File: config.mk
export PLATFORM = sky130hd
export DESIGN_NAME = time_window_rule_match
export DESIGN_NICKNAME = d
export VERILOG_FILES = /design/src/twrm_pkg.sv /design/src/twrm_ram.sv /design/src/twrm_dp.sv /design/src/twrm_ctrl.sv /design/src/time_window_rule_match.sv
export SDC_FILE = /design/constraint.sdc
export NUM_CORES = 1
export LEC_CHECK = 0
export BUFFER_PORTS_ARGS = -buffer_cell sky130_fd_sc_hd__buf_2
export CAP_MARGIN = 20
export CELL_PAD_IN_SITES_DETAIL_PLACEMENT = 0
export CELL_PAD_IN_SITES_GLOBAL_PLACEMENT = 1
export CORE_ASPECT_RATIO = 1.25
export CORE_MARGIN = 5
export CORE_UTILIZATION = 55
export DETAILED_ROUTE_END_ITERATION = 12
export GPL_TIMING_DRIVEN = 1
export PLACE_DENSITY_LB_ADDON = 0.1
export SETUP_SLACK_MARGIN = 0.3
export SYNTH_ARGS = -nofsm -noshare
export SYNTH_HDL_FRONTEND = slang
export SYNTH_SLANG_ARGS = --single-unit
File: constraint.sdc
create_clock -name clock -period 4.5 [get_ports clock]
set_input_delay 0.225 -clock clock [delete_from_list [all_inputs] [get_ports clock]]
set_output_delay 0.225 -clock clock [all_outputs]
set_load 0.01 [all_outputs]
File: src/twrm_pkg.sv
package twrm_pkg;

   localparam int RULE_SLOTS_DEFAULT = 16;

   localparam int MINUTE_W = 11;
   localparam int DAY_W    = 3;

   localparam logic [1:0] CMD_INSERT = 2'd0;
   localparam logic [1:0] CMD_QUERY  = 2'd1;
   localparam logic [1:0] CMD_CLEAR  = 2'd2;

   localparam logic [DAY_W-1:0] ANY_WEEKDAY = 3'd7;

   typedef struct packed {
      logic [1:0]          command;
      logic [MINUTE_W-1:0] rule_begin;
      logic [MINUTE_W-1:0] rule_end;
      logic [DAY_W-1:0]    rule_day;
      logic                rule_inverted;
      logic [MINUTE_W-1:0] query_minute;
      logic [DAY_W-1:0]    query_day;
   } req_type;

   typedef struct packed {
      logic matched;
      logic permitted;
      logic plain_rule_seen;
      logic insert_refused;
   } rsp_type;

   // One stored rule as it sits in the rule memory.
   typedef struct packed {
      logic [MINUTE_W-1:0] start;
      logic [MINUTE_W-1:0] stop;
      logic [DAY_W-1:0]    weekday;
      logic                negated;
   } rule_type;

   typedef struct packed {
      logic latch;
      logic decode;
      logic scan;
      logic finish;
   } dp_cmd_type;

   typedef struct packed {
      logic is_query;
      logic count_zero;
      logic scan_done;
   } dp_status_type;

endpackage

File: src/twrm_ram.sv
module twrm_ram #(
   parameter int Width = 8,
   parameter int Depth = 16
) (
   input  logic                                 clock,
   input  logic                                 wr_en,
   input  logic [(Depth > 1 ? $clog2(Depth) : 1)-1:0] wr_addr,
   input  logic [Width-1:0]                     wr_data,
   input  logic                                 rd_en,
   input  logic [(Depth > 1 ? $clog2(Depth) : 1)-1:0] rd_addr,
   output logic [Width-1:0]                     rd_data
);

   logic [Width-1:0] mem [Depth];
   logic [Width-1:0] rd_data_ff;

   always_ff @(posedge clock) begin
      if (wr_en) begin
         mem[wr_addr] <= wr_data;
      end
      if (rd_en) begin
         rd_data_ff <= mem[rd_addr];
      end
   end

   assign rd_data = rd_data_ff;

endmodule

File: src/twrm_dp.sv
module twrm_dp
   import twrm_pkg::*;
#(
   parameter int RuleSlots = RULE_SLOTS_DEFAULT
) (
   input  logic          clock,
   input  logic          reset,
   input  dp_cmd_type    cmd,
   output dp_status_type status,
   input  req_type       req_data,
   output rsp_type       rsp_data
);

   localparam int CNT_W = $clog2(RuleSlots + 1);
   localparam int IDX_W = (RuleSlots > 1) ? $clog2(RuleSlots) : 1;
   localparam int RULE_W = $bits(rule_type);

   req_type           item_ff,      item_in;
   logic [CNT_W-1:0]  count_ff,     count_in;
   logic [IDX_W-1:0]  rd_idx_ff,    rd_idx_in;
   logic [CNT_W-1:0]  rd_left_ff,   rd_left_in;
   logic              chk_valid_ff, chk_valid_in;
   logic              hit_ff,       hit_in;
   logic              allow_ff,     allow_in;
   logic              plain_ff,     plain_in;
   logic              refused_ff,   refused_in;
   rsp_type           rsp_ff,       rsp_in;

   logic              full;
   logic              wr_en;
   logic              rd_en;
   logic [RULE_W-1:0] rd_word;
   rule_type          rule;
   logic              contains;
   logic              stop_now;

   assign full = (count_ff >= CNT_W'(RuleSlots));
   assign wr_en = cmd.decode && (item_ff.command == CMD_INSERT) && !full;

   assign rule = rule_type'(rd_word);
   assign contains = (item_ff.query_minute >= rule.start) &&
                     (item_ff.query_minute <= rule.stop) &&
                     ((rule.weekday == ANY_WEEKDAY) || (rule.weekday == item_ff.query_day));

   // The scan ends on the first containing rule or once the oldest rule is checked.
   assign stop_now = chk_valid_ff && (contains || (rd_left_ff == '0));
   assign rd_en    = cmd.scan && (rd_left_ff != '0) && !stop_now;

   twrm_ram #(
      .Width (RULE_W),
      .Depth (RuleSlots)
   ) u_rule_ram (
      .clock   (clock),
      .wr_en   (wr_en),
      .wr_addr (count_ff[IDX_W-1:0]),
      .wr_data (RULE_W'({item_ff.rule_begin, item_ff.rule_end,
                         item_ff.rule_day, item_ff.rule_inverted})),
      .rd_en   (rd_en),
      .rd_addr (rd_idx_ff),
      .rd_data (rd_word)
   );

   always_comb begin
      item_in      = cmd.latch ? req_data : item_ff;
      count_in     = count_ff;
      rd_idx_in    = rd_idx_ff;
      rd_left_in   = rd_left_ff;
      chk_valid_in = 1'b0;
      hit_in       = hit_ff;
      allow_in     = allow_ff;
      plain_in     = plain_ff;
      refused_in   = refused_ff;
      rsp_in       = rsp_ff;

      if (cmd.decode) begin
         hit_in     = 1'b0;
         allow_in   = 1'b0;
         plain_in   = 1'b0;
         refused_in = (item_ff.command == CMD_INSERT) && full;
         rd_left_in = count_ff;
         rd_idx_in  = IDX_W'(count_ff - 1'b1);
         if (wr_en) begin
            count_in = count_ff + 1'b1;
         end else if (item_ff.command == CMD_CLEAR) begin
            count_in = '0;
         end
      end

      if (cmd.scan) begin
         chk_valid_in = rd_en;
         if (rd_en) begin
            rd_idx_in  = rd_idx_ff - 1'b1;
            rd_left_in = rd_left_ff - 1'b1;
         end
         if (chk_valid_ff) begin
            if (!rule.negated) begin
               plain_in = 1'b1;
            end
            if (contains) begin
               hit_in   = 1'b1;
               allow_in = !rule.negated;
            end
         end
      end

      if (cmd.finish) begin
         rsp_in = '{matched:         hit_ff,
                    permitted:       allow_ff,
                    plain_rule_seen: plain_ff,
                    insert_refused:  refused_ff};
      end
   end

   always_ff @(posedge clock) begin
      if (reset) begin
         count_ff     <= '0;
         chk_valid_ff <= 1'b0;
      end else begin
         count_ff     <= count_in;
         chk_valid_ff <= chk_valid_in;
      end
      item_ff    <= item_in;
      rd_idx_ff  <= rd_idx_in;
      rd_left_ff <= rd_left_in;
      hit_ff     <= hit_in;
      allow_ff   <= allow_in;
      plain_ff   <= plain_in;
      refused_ff <= refused_in;
      rsp_ff     <= rsp_in;
   end

   assign status.is_query   = (item_ff.command == CMD_QUERY);
   assign status.count_zero = (count_ff == '0);
   assign status.scan_done  = stop_now;
   assign rsp_data          = rsp_ff;

   a_count_bounded: assert property (@(posedge clock) disable iff (reset)
      count_ff <= CNT_W'(RuleSlots))
      else $error("rule count beyond the table size");

   a_refuse_only_full: assert property (@(posedge clock) disable iff (reset)
      (cmd.finish && refused_ff) |-> (count_ff == CNT_W'(RuleSlots)))
      else $error("insert refused while the table had room");

   a_check_follows_read: assert property (@(posedge clock) disable iff (reset)
      chk_valid_ff |-> $past(rd_en))
      else $error("rule checked without a preceding read");

endmodule

File: src/twrm_ctrl.sv
module twrm_ctrl
   import twrm_pkg::*;
(
   input  logic          clock,
   input  logic          reset,
   input  logic          req_valid,
   output logic          req_ready,
   output logic          rsp_valid,
   input  logic          rsp_ready,
   output dp_cmd_type    cmd,
   input  dp_status_type status
);

   typedef enum logic [1:0] {
      ST_IDLE,
      ST_DECODE,
      ST_SCAN,
      ST_FINISH
   } state_type;

   state_type state_ff;
   logic      rsp_valid_ff;
   logic      slot_free;

   // The result register may be refilled in the cycle its previous transfer completes.
   assign slot_free = !rsp_valid_ff || rsp_ready;
   assign req_ready = (state_ff == ST_IDLE);

   assign cmd.latch  = (state_ff == ST_IDLE) && req_valid;
   assign cmd.decode = (state_ff == ST_DECODE);
   assign cmd.scan   = (state_ff == ST_SCAN);
   assign cmd.finish = (state_ff == ST_FINISH) && slot_free;

   always_ff @(posedge clock) begin
      if (reset) begin
         state_ff     <= ST_IDLE;
         rsp_valid_ff <= 1'b0;
      end else begin
         if ((state_ff == ST_FINISH) && slot_free) begin
            rsp_valid_ff <= 1'b1;
         end else if (rsp_ready) begin
            rsp_valid_ff <= 1'b0;
         end
         unique case (state_ff)
            ST_IDLE: begin
               if (req_valid) begin
                  state_ff <= ST_DECODE;
               end
            end
            ST_DECODE: begin
               if (status.is_query && !status.count_zero) begin
                  state_ff <= ST_SCAN;
               end else begin
                  state_ff <= ST_FINISH;
               end
            end
            ST_SCAN: begin
               if (status.scan_done) begin
                  state_ff <= ST_FINISH;
               end
            end
            ST_FINISH: begin
               if (slot_free) begin
                  state_ff <= ST_IDLE;
               end
            end
            default: begin
               state_ff <= ST_IDLE;
            end
         endcase
      end
   end

   assign rsp_valid = rsp_valid_ff;

   a_rsp_from_finish: assert property (@(posedge clock) disable iff (reset)
      $rose(rsp_valid_ff) |-> $past(state_ff == ST_FINISH))
      else $error("result raised outside the finish step");

endmodule

File: src/time_window_rule_match.sv
// An insert, clear or unused command raises rsp_valid after the decode and finish steps;
// a query also passes through the scan step, which checks 1 to RuleSlots rules, unless
// the table is empty. The scan reads one rule per cycle through the registered
// port of the rule memory. A result still waiting for its transfer holds the finish step.
// A new item is accepted the cycle after the result register is loaded.
// Synchronous active-high reset empties the table; rule storage itself is not cleared.
module time_window_rule_match
   import twrm_pkg::*;
#(
   parameter int RuleSlots = RULE_SLOTS_DEFAULT
) (
   input  logic    clock,
   input  logic    reset,
   input  logic    req_valid,
   output logic    req_ready,
   input  req_type req_data,
   output logic    rsp_valid,
   input  logic    rsp_ready,
   output rsp_type rsp_data
);

   dp_cmd_type    cmd;
   dp_status_type status;

   twrm_ctrl u_ctrl (
      .clock     (clock),
      .reset     (reset),
      .req_valid (req_valid),
      .req_ready (req_ready),
      .rsp_valid (rsp_valid),
      .rsp_ready (rsp_ready),
      .cmd       (cmd),
      .status    (status)
   );

   twrm_dp #(
      .RuleSlots (RuleSlots)
   ) u_dp (
      .clock    (clock),
      .reset    (reset),
      .cmd      (cmd),
      .status   (status),
      .req_data (req_data),
      .rsp_data (rsp_data)
   );

endmodule

Word level (Yosys, flattened, before mapping)
Memories as Yosys holds them, arrays and structs flattened. A register that Yosys moved wholly into a read port is not among the register bits.
Cells that the tools add are included.
{ "totals": {"register_bits": 68, "ram_bits": 416, "inputBits": 46, "mem_count": 1} }
{ "op_classes": {"add_sub_neg": 4, "n_lt_le_gt_ge": 3, "n_eq_ne": 10, "muxes": 29, "n_bitwise": 1, "n_reduce_logical": 29} }
{ "memory_table": {"columns": ["memory", "depth", "word_bits", "read_ports", "rd_clocked_by_memory_dff", "write_ports", "line_no", "rtl"], "rows": [
  ["u_dp.u_rule_ram.mem", 16, 26, 1, 1, 1, "twrm_ram.sv:14", "logic [Width-1:0] mem [Depth];"]
]} }
{ "ops": {"columns": ["op", "n"], "rows": [
  ["5-bit two-way mux", 5],
  ["1-bit two-way mux", 17],
  ["4-bit two-way mux", 3],
  ["11-bit greater-or-equal comparator", 1],
  ["11-bit <= comparator", 1],
  ["1-bit logical AND", 11],
  ["5-bit logical NOT", 2],
  ["2-bit case mux with 4 select lines", 1],
  ["4-bit by 1-bit subtractor with 4-bit output, second input constant", 2],
  ["2-bit equality test, second input constant", 3],
  ["2-bit two-way mux", 3],
  ["5-bit by 1-bit adder with 5-bit output, second input constant", 1],
  ["5-bit greater-or-equal comparator, second input constant", 1],
  ["1-bit logical NOT", 5],
  ["5-bit nonzero test", 1],
  ["5-bit by 1-bit subtractor with 5-bit output, second input constant", 1],
  ["2-bit by 1-bit equality test with 1-bit output, second input constant", 2],
  ["2-bit logical NOT", 2],
  ["2-bit inequality test, second input constant", 2],
  ["2-bit nonzero test", 2],
  ["3-bit equality test", 1],
  ["3-bit equality test, second input constant", 1],
  ["1-bit logical OR", 3],
  ["3-bit AND reduction", 1],
  ["4 further kinds", 4]
]} }

Longest topological paths before layout
{ "logic_depth": {"ltp_word": 9, "mapped_depth": 10, "mapped_depth_nobuf": 9} }

Modules after synthesis
A second synthesis with hierarchy kept.
{ "hier_totals": {"cells_unflattened": 962, "hier_area_um2": 19890.3} }
{ "modules_own_cells": {"columns": ["module", "n_inst", "cells_each", "area_per_inst_um2", "seq_area_each_um2"], "rows": [
  ["twrm_ram", 1, 686, 16637.2, 13272.7],
  ["twrm_dp", 1, 250, 3007.9, 1771.7],
  ["twrm_ctrl", 1, 26, 245.2, 60.1]
]} }

Least setup slack after synthesis
OpenSTA, ideal clock, no wires.
{ "synth_path": {"kind": "reg-to-reg", "start": "register u_ctrl.state_ff[1]", "end": "memory u_dp.u_rule_ram.mem[3][0] (netlist name) (enable)", "setup_time_ns": 0.442, "arrival_ns": 3.300, "t_required_ns": 4.058, "slack_ns": 0.758, "path_stages_with_launch": 8, "path_buffers": 1, "cell_sequence": "dfxtp_1 > inv_1 > ha_1 > clkbuf_1 > nand2b_1 > nor3_1 > nand2_1 > nor3_1"} }
{ "synth_between": {"elab_chain_cells": 5} }
{ "synth_rtl": {"columns": ["element", "line_no", "rtl"], "rows": [
  ["start: declaration", "twrm_ctrl.sv:21", "state_type state_ff;"],
  ["start signal: assignment", "twrm_ctrl.sv:36", "state_ff <= ST_IDLE;"],
  ["start signal: assignment", "twrm_ctrl.sv:47", "state_ff <= ST_DECODE;"],
  ["start signal: assignment", "twrm_ctrl.sv:52", "state_ff <= ST_SCAN;"],
  ["2-bit by 1-bit equality test with 1-bit output", "twrm_ctrl.sv:30", "assign cmd.decode = (state_ff == ST_DECODE);"],
  ["1-bit logical AND (2 in a row)", "twrm_dp.sv:38", "assign wr_en = cmd.decode && (item_ff.command == CMD_INSERT) && !full;"],
  ["1-bit two-way mux", "twrm_ram.sv:18", "if (wr_en) begin"],
  ["1-bit two-way mux (implied by the code)", "twrm_ram.sv:19", "mem[wr_addr] <= wr_data;"],
  ["end: declaration", "twrm_ram.sv:14", null]
]} }
No other way between the ends.

Worst setup path in the final report
{ "layout_path": {"start": "register u_ctrl.state_ff[1]", "end": "memory u_dp.u_rule_ram.mem[11][6] (netlist name) (enable)"} }
Same word-level chain as after synthesis.

==> results.sh <==
export IMPL_status="finished, final reports clean"
export IMPL_timing_rr_end="u_dp.u_rule_ram.mem[11][6]$_DFFE_PP_"
export IMPL_h_tree_depth=2
export IMPL_cts_tree="yes"
export IMPL_syn_inst=904
export IMPL_gp_congestion=0.842
export IMPL_io_buffer_count=51
export IMPL_r2r_slack_ns=1.15
export IMPL_mappedNetlistArea_sq_um=19700
export IMPL_worst_pin_slew_ns=1.03
export IMPL_synth_cell_types=43
export IMPL_crit_path_start_kind="register"
export IMPL_num_nets_final=1117
export IMPL_fin_cells=1551
export IMPL_use_met3=0.0414
export IMPL_start_util=0.557
export IMPL_hold_viol=0
export IMPL_ys_seq_area_frac=0.767
export IMPL_grt_util_met1=0.287
export IMPL_maxCapViolCount=0
export IMPL_hold_path_class="in2reg"
export IMPL_startpoint="u_ctrl.state_ff[1]$_SDFFE_PP0P_"
export IMPL_drc=0
export IMPL_setup_tns_ns=0
export IMPL_drt_iter0_markers=772
export IMPL_cts_path_max_buffers=3
export IMPL_p_leak_uw=0.00746
export IMPL_fin_crit_sh=0.745
export IMPL_drt_pass1_iter_count=5
export IMPL_finalCriticalPeriod_ns=3.35
export IMPL_rr_startpoint="u_ctrl.state_ff[1]$_SDFFE_PP0P_"
export IMPL_antenna_found_initial=1
export IMPL_synth_edff_count=489
export IMPL_clock_fmax_mhz=298
export IMPL_yosysWarnings=0
export IMPL_vdd_drop_max_uv=381
export IMPL_synth_nets=983
export IMPL_finalClockSkew_ns=0.0141
export IMPL_reg2reg_depth=6
export IMPL_use_met2=0.351
export IMPL_cp_max_fo=26
export IMPL_core_area_sq_um=35400
export IMPL_diodes=0
export IMPL_path_clk_slew_ns=0.06
export IMPL_max_slew_margin=0.313
export IMPL_arrival_ns=3.53
export IMPL_drive_gt1_frac=0.278
export IMPL_die_area_sq_um=39700
export IMPL_cts_resized=0
export IMPL_insertion_delay_ns=0.56
export IMPL_dieHeight_microns=221
export IMPL_synth_ff_type="edfxtp_1"
export IMPL_final_util=0.641
export IMPL_cts_sinks=510
export IMPL_numCtsBuffers=49
export IMPL_ys_ff_latch=510
export IMPL_overflow=0
export IMPL_grt_max_degree=65
export IMPL_avgSynthCellArea_sq_um=21.8
export IMPL_cp_end_kind="register"
export IMPL_wl_per_cell_microns=25.9
export IMPL_crit_required_ns=4.68
export IMPL_ant_nets=0
export IMPL_cts_root_buf="clkbuf_16"
export IMPL_io_pins=52
export IMPL_drt_wl_total_microns=40100
export IMPL_grt_pass1_wl_microns=61400
export IMPL_grt_busiest_layer="met2"
export IMPL_grt_util_all_layers=0.211
export IMPL_hpwl_microns=24700
export IMPL_syn2layout_area_growth_pct=15.2
export IMPL_fillerInstances=2434
export IMPL_grt_pass1_vias=9862
export IMPL_crit_end="u_dp.u_rule_ram.mem[11][6]$_DFFE_PP_"
export IMPL_rsz0062_at_grt="false"
export IMPL_power_density_nw_per_um2=561
export IMPL_setup_violations=0
export IMPL_die_w_microns=179
export IMPL_vias_per_cell=5.84
export IMPL_slew_violations=0
export IMPL_num_rows=77
export IMPL_ys_async_sr_fraction=0
export IMPL_post_place_cells=1415
export IMPL_vias=9054
export IMPL_path_class="reg2reg"
through the flow:
step | setup WS, ns | hold WS, ns | power (uW) | cell area [sq um]
6_report | 1.15 | 0.168 | 12700 | 22700
5_1_grt | 0.851 | 0.186 | 13300 | 22700
4_1_cts | 1.11 | 0.139 | 12900 | 22700
3_5_place_dp | 1.11 | 0.403 | 8930 | 20700
3_3_place_gp | 1.20 | 0.401 | 8870 | 20700
2_1_floorplan | 0.758 | 0.324 | 8020 | 19700
layout by cell type (no fill, tap or decap), drive strengths merged, types with 2 or more instances in the layout:
cell	instances
edfxtp	489
mux4	130
buf	74
clkbuf	63
dlygate4sd3	45
inv	35
ha	33
nor2	31
nand2	23
dfxtp	21
clkinv	20
a21oi	19
nor3	17
o21ai	14
nor2b	6
o211ai	6
nand2b	5
nand3	5
nand4	4
xnor2	4
a211oi	4
clkinvlp	3
bufinv	3
nand3b	2
mux2	2
mux2i	2
o31ai	2
and2	2
registers in the layout (all words and copies together) (netlist names):
| name | count |
|---|---|
| u_dp.rsp_data | 4 |
| u_dp.refused_ff | 1 |
| u_dp.u_rule_ram.rd_data | 26 |
| u_ctrl.state_ff | 2 |
| u_ctrl.rsp_valid | 1 |
| u_dp.rd_idx_ff | 4 |
| u_dp.u_rule_ram.mem | 416 |
| u_dp.hit_ff | 1 |
| u_dp.item_ff | 42 |
| u_dp.chk_valid_ff | 1 |
| u_dp.rd_left_ff | 5 |
| u_dp.count_ff | 5 |
| u_dp.allow_ff | 1 |
| u_dp.plain_ff | 1 |
cell families (layout without fill, tap and decap cells):
logic type | count (synthesis) | count (layout) | share of synthesized area
compound gates | 55 | 55 | 0.0205
xor+xnor | 4 | 4 | 0.00178
fa+ha+maj | 33 | 33 | 0.0210
buf+inv | 70 | 243 | 0.0149
flops | 510 | 510 | 0.767
mux | 134 | 134 | 0.151
simple gates | 98 | 98 | 0.0235
repair_timing:
item / CTS / global route
hold endpoints to repair: 50 / 0
endpoints found under the setup margin: 0 / 0
hold buffers: 45 / 0
setup buffers: 0 / 0
layout make-up:
cell class	instances	area, sq um	area share
repair buffers	119	948	0.0418
multi-input cells	324	4360	0.192
inverters	34	128	0.00563
clock buffers	63	1330	0.0587
clock inverters	27	206	0.00910
well taps	474	593	0.0262
flip-flops and latches	510	15100	0.666
per-layer routing:
layer,share of wire,vias to the layer above
met5,0,-
met4,0.025,0
met3,0.050,67
met2,0.52,233
met1,0.41,4749
li1,-,4005
how the worst min path moves through the flow:
stage	cells past startpoint	to	from	slack, ns
6_report	5	u_ctrl.state_ff[1]$_SDFFE_PP0P_	req_valid	0.17
5_1_grt	5	u_ctrl.state_ff[1]$_SDFFE_PP0P_	req_valid	0.19
4_1_cts	5	u_ctrl.state_ff[1]$_SDFFE_PP0P_	req_valid	0.14
3_5_place_dp	1	u_dp.item_ff[21]$_DFFE_PP_	req_data[21]	0.40
3_3_place_gp	1	u_dp.item_ff[15]$_DFFE_PP_	req_data[15]	0.40
2_1_floorplan	0	u_dp.item_ff[0]$_DFFE_PP_	req_data[0]	0.32
Yosys cell counts (3+ instances only):
cell / count / area [sq um]
nor2b_1: 6 / 37.5
nand3_1: 5 / 25.0
buf_2: 9 / 45.0
clkbuf_1: 18 / 67.6
o21ai_1: 3 / 15.0
dfxtp_1: 21 / 420
edfxtp_1: 489 / 14700
nor3_1: 17 / 85.1
inv_1: 34 / 128
buf_1: 4 / 15.0
nand2_1: 23 / 86.3
a21oi_1: 19 / 95.1
nand2b_1: 5 / 31.3
o21ai_0: 10 / 50.1
a211oi_1: 3 / 22.5
xnor2_1: 4 / 35.0
nor2_1: 31 / 116
buf_4: 5 / 37.5
mux4_2: 130 / 2930
o211ai_1: 5 / 37.5
nand4_1: 4 / 25.0
ha_1: 33 / 413
critical path: stages, from the launching register on:
cell	delay, ns
dfxtp_1	0.35
inv_1	0.11
ha_1	0.55
nand2b_1	0.23
nor3_1	0.50
nand2_1	0.38
nor2_4	0.85
power by group:
part	switching, uW	total [uW]	internal [uW]	leakage, uW
clock network	1660	3910	2260	0.000746
registers	488	6200	5710	0.00459
logic	1240	2620	1380	0.00212
total	3380	12700	9350	0.00746
Power figures use the tool's default switching activity.
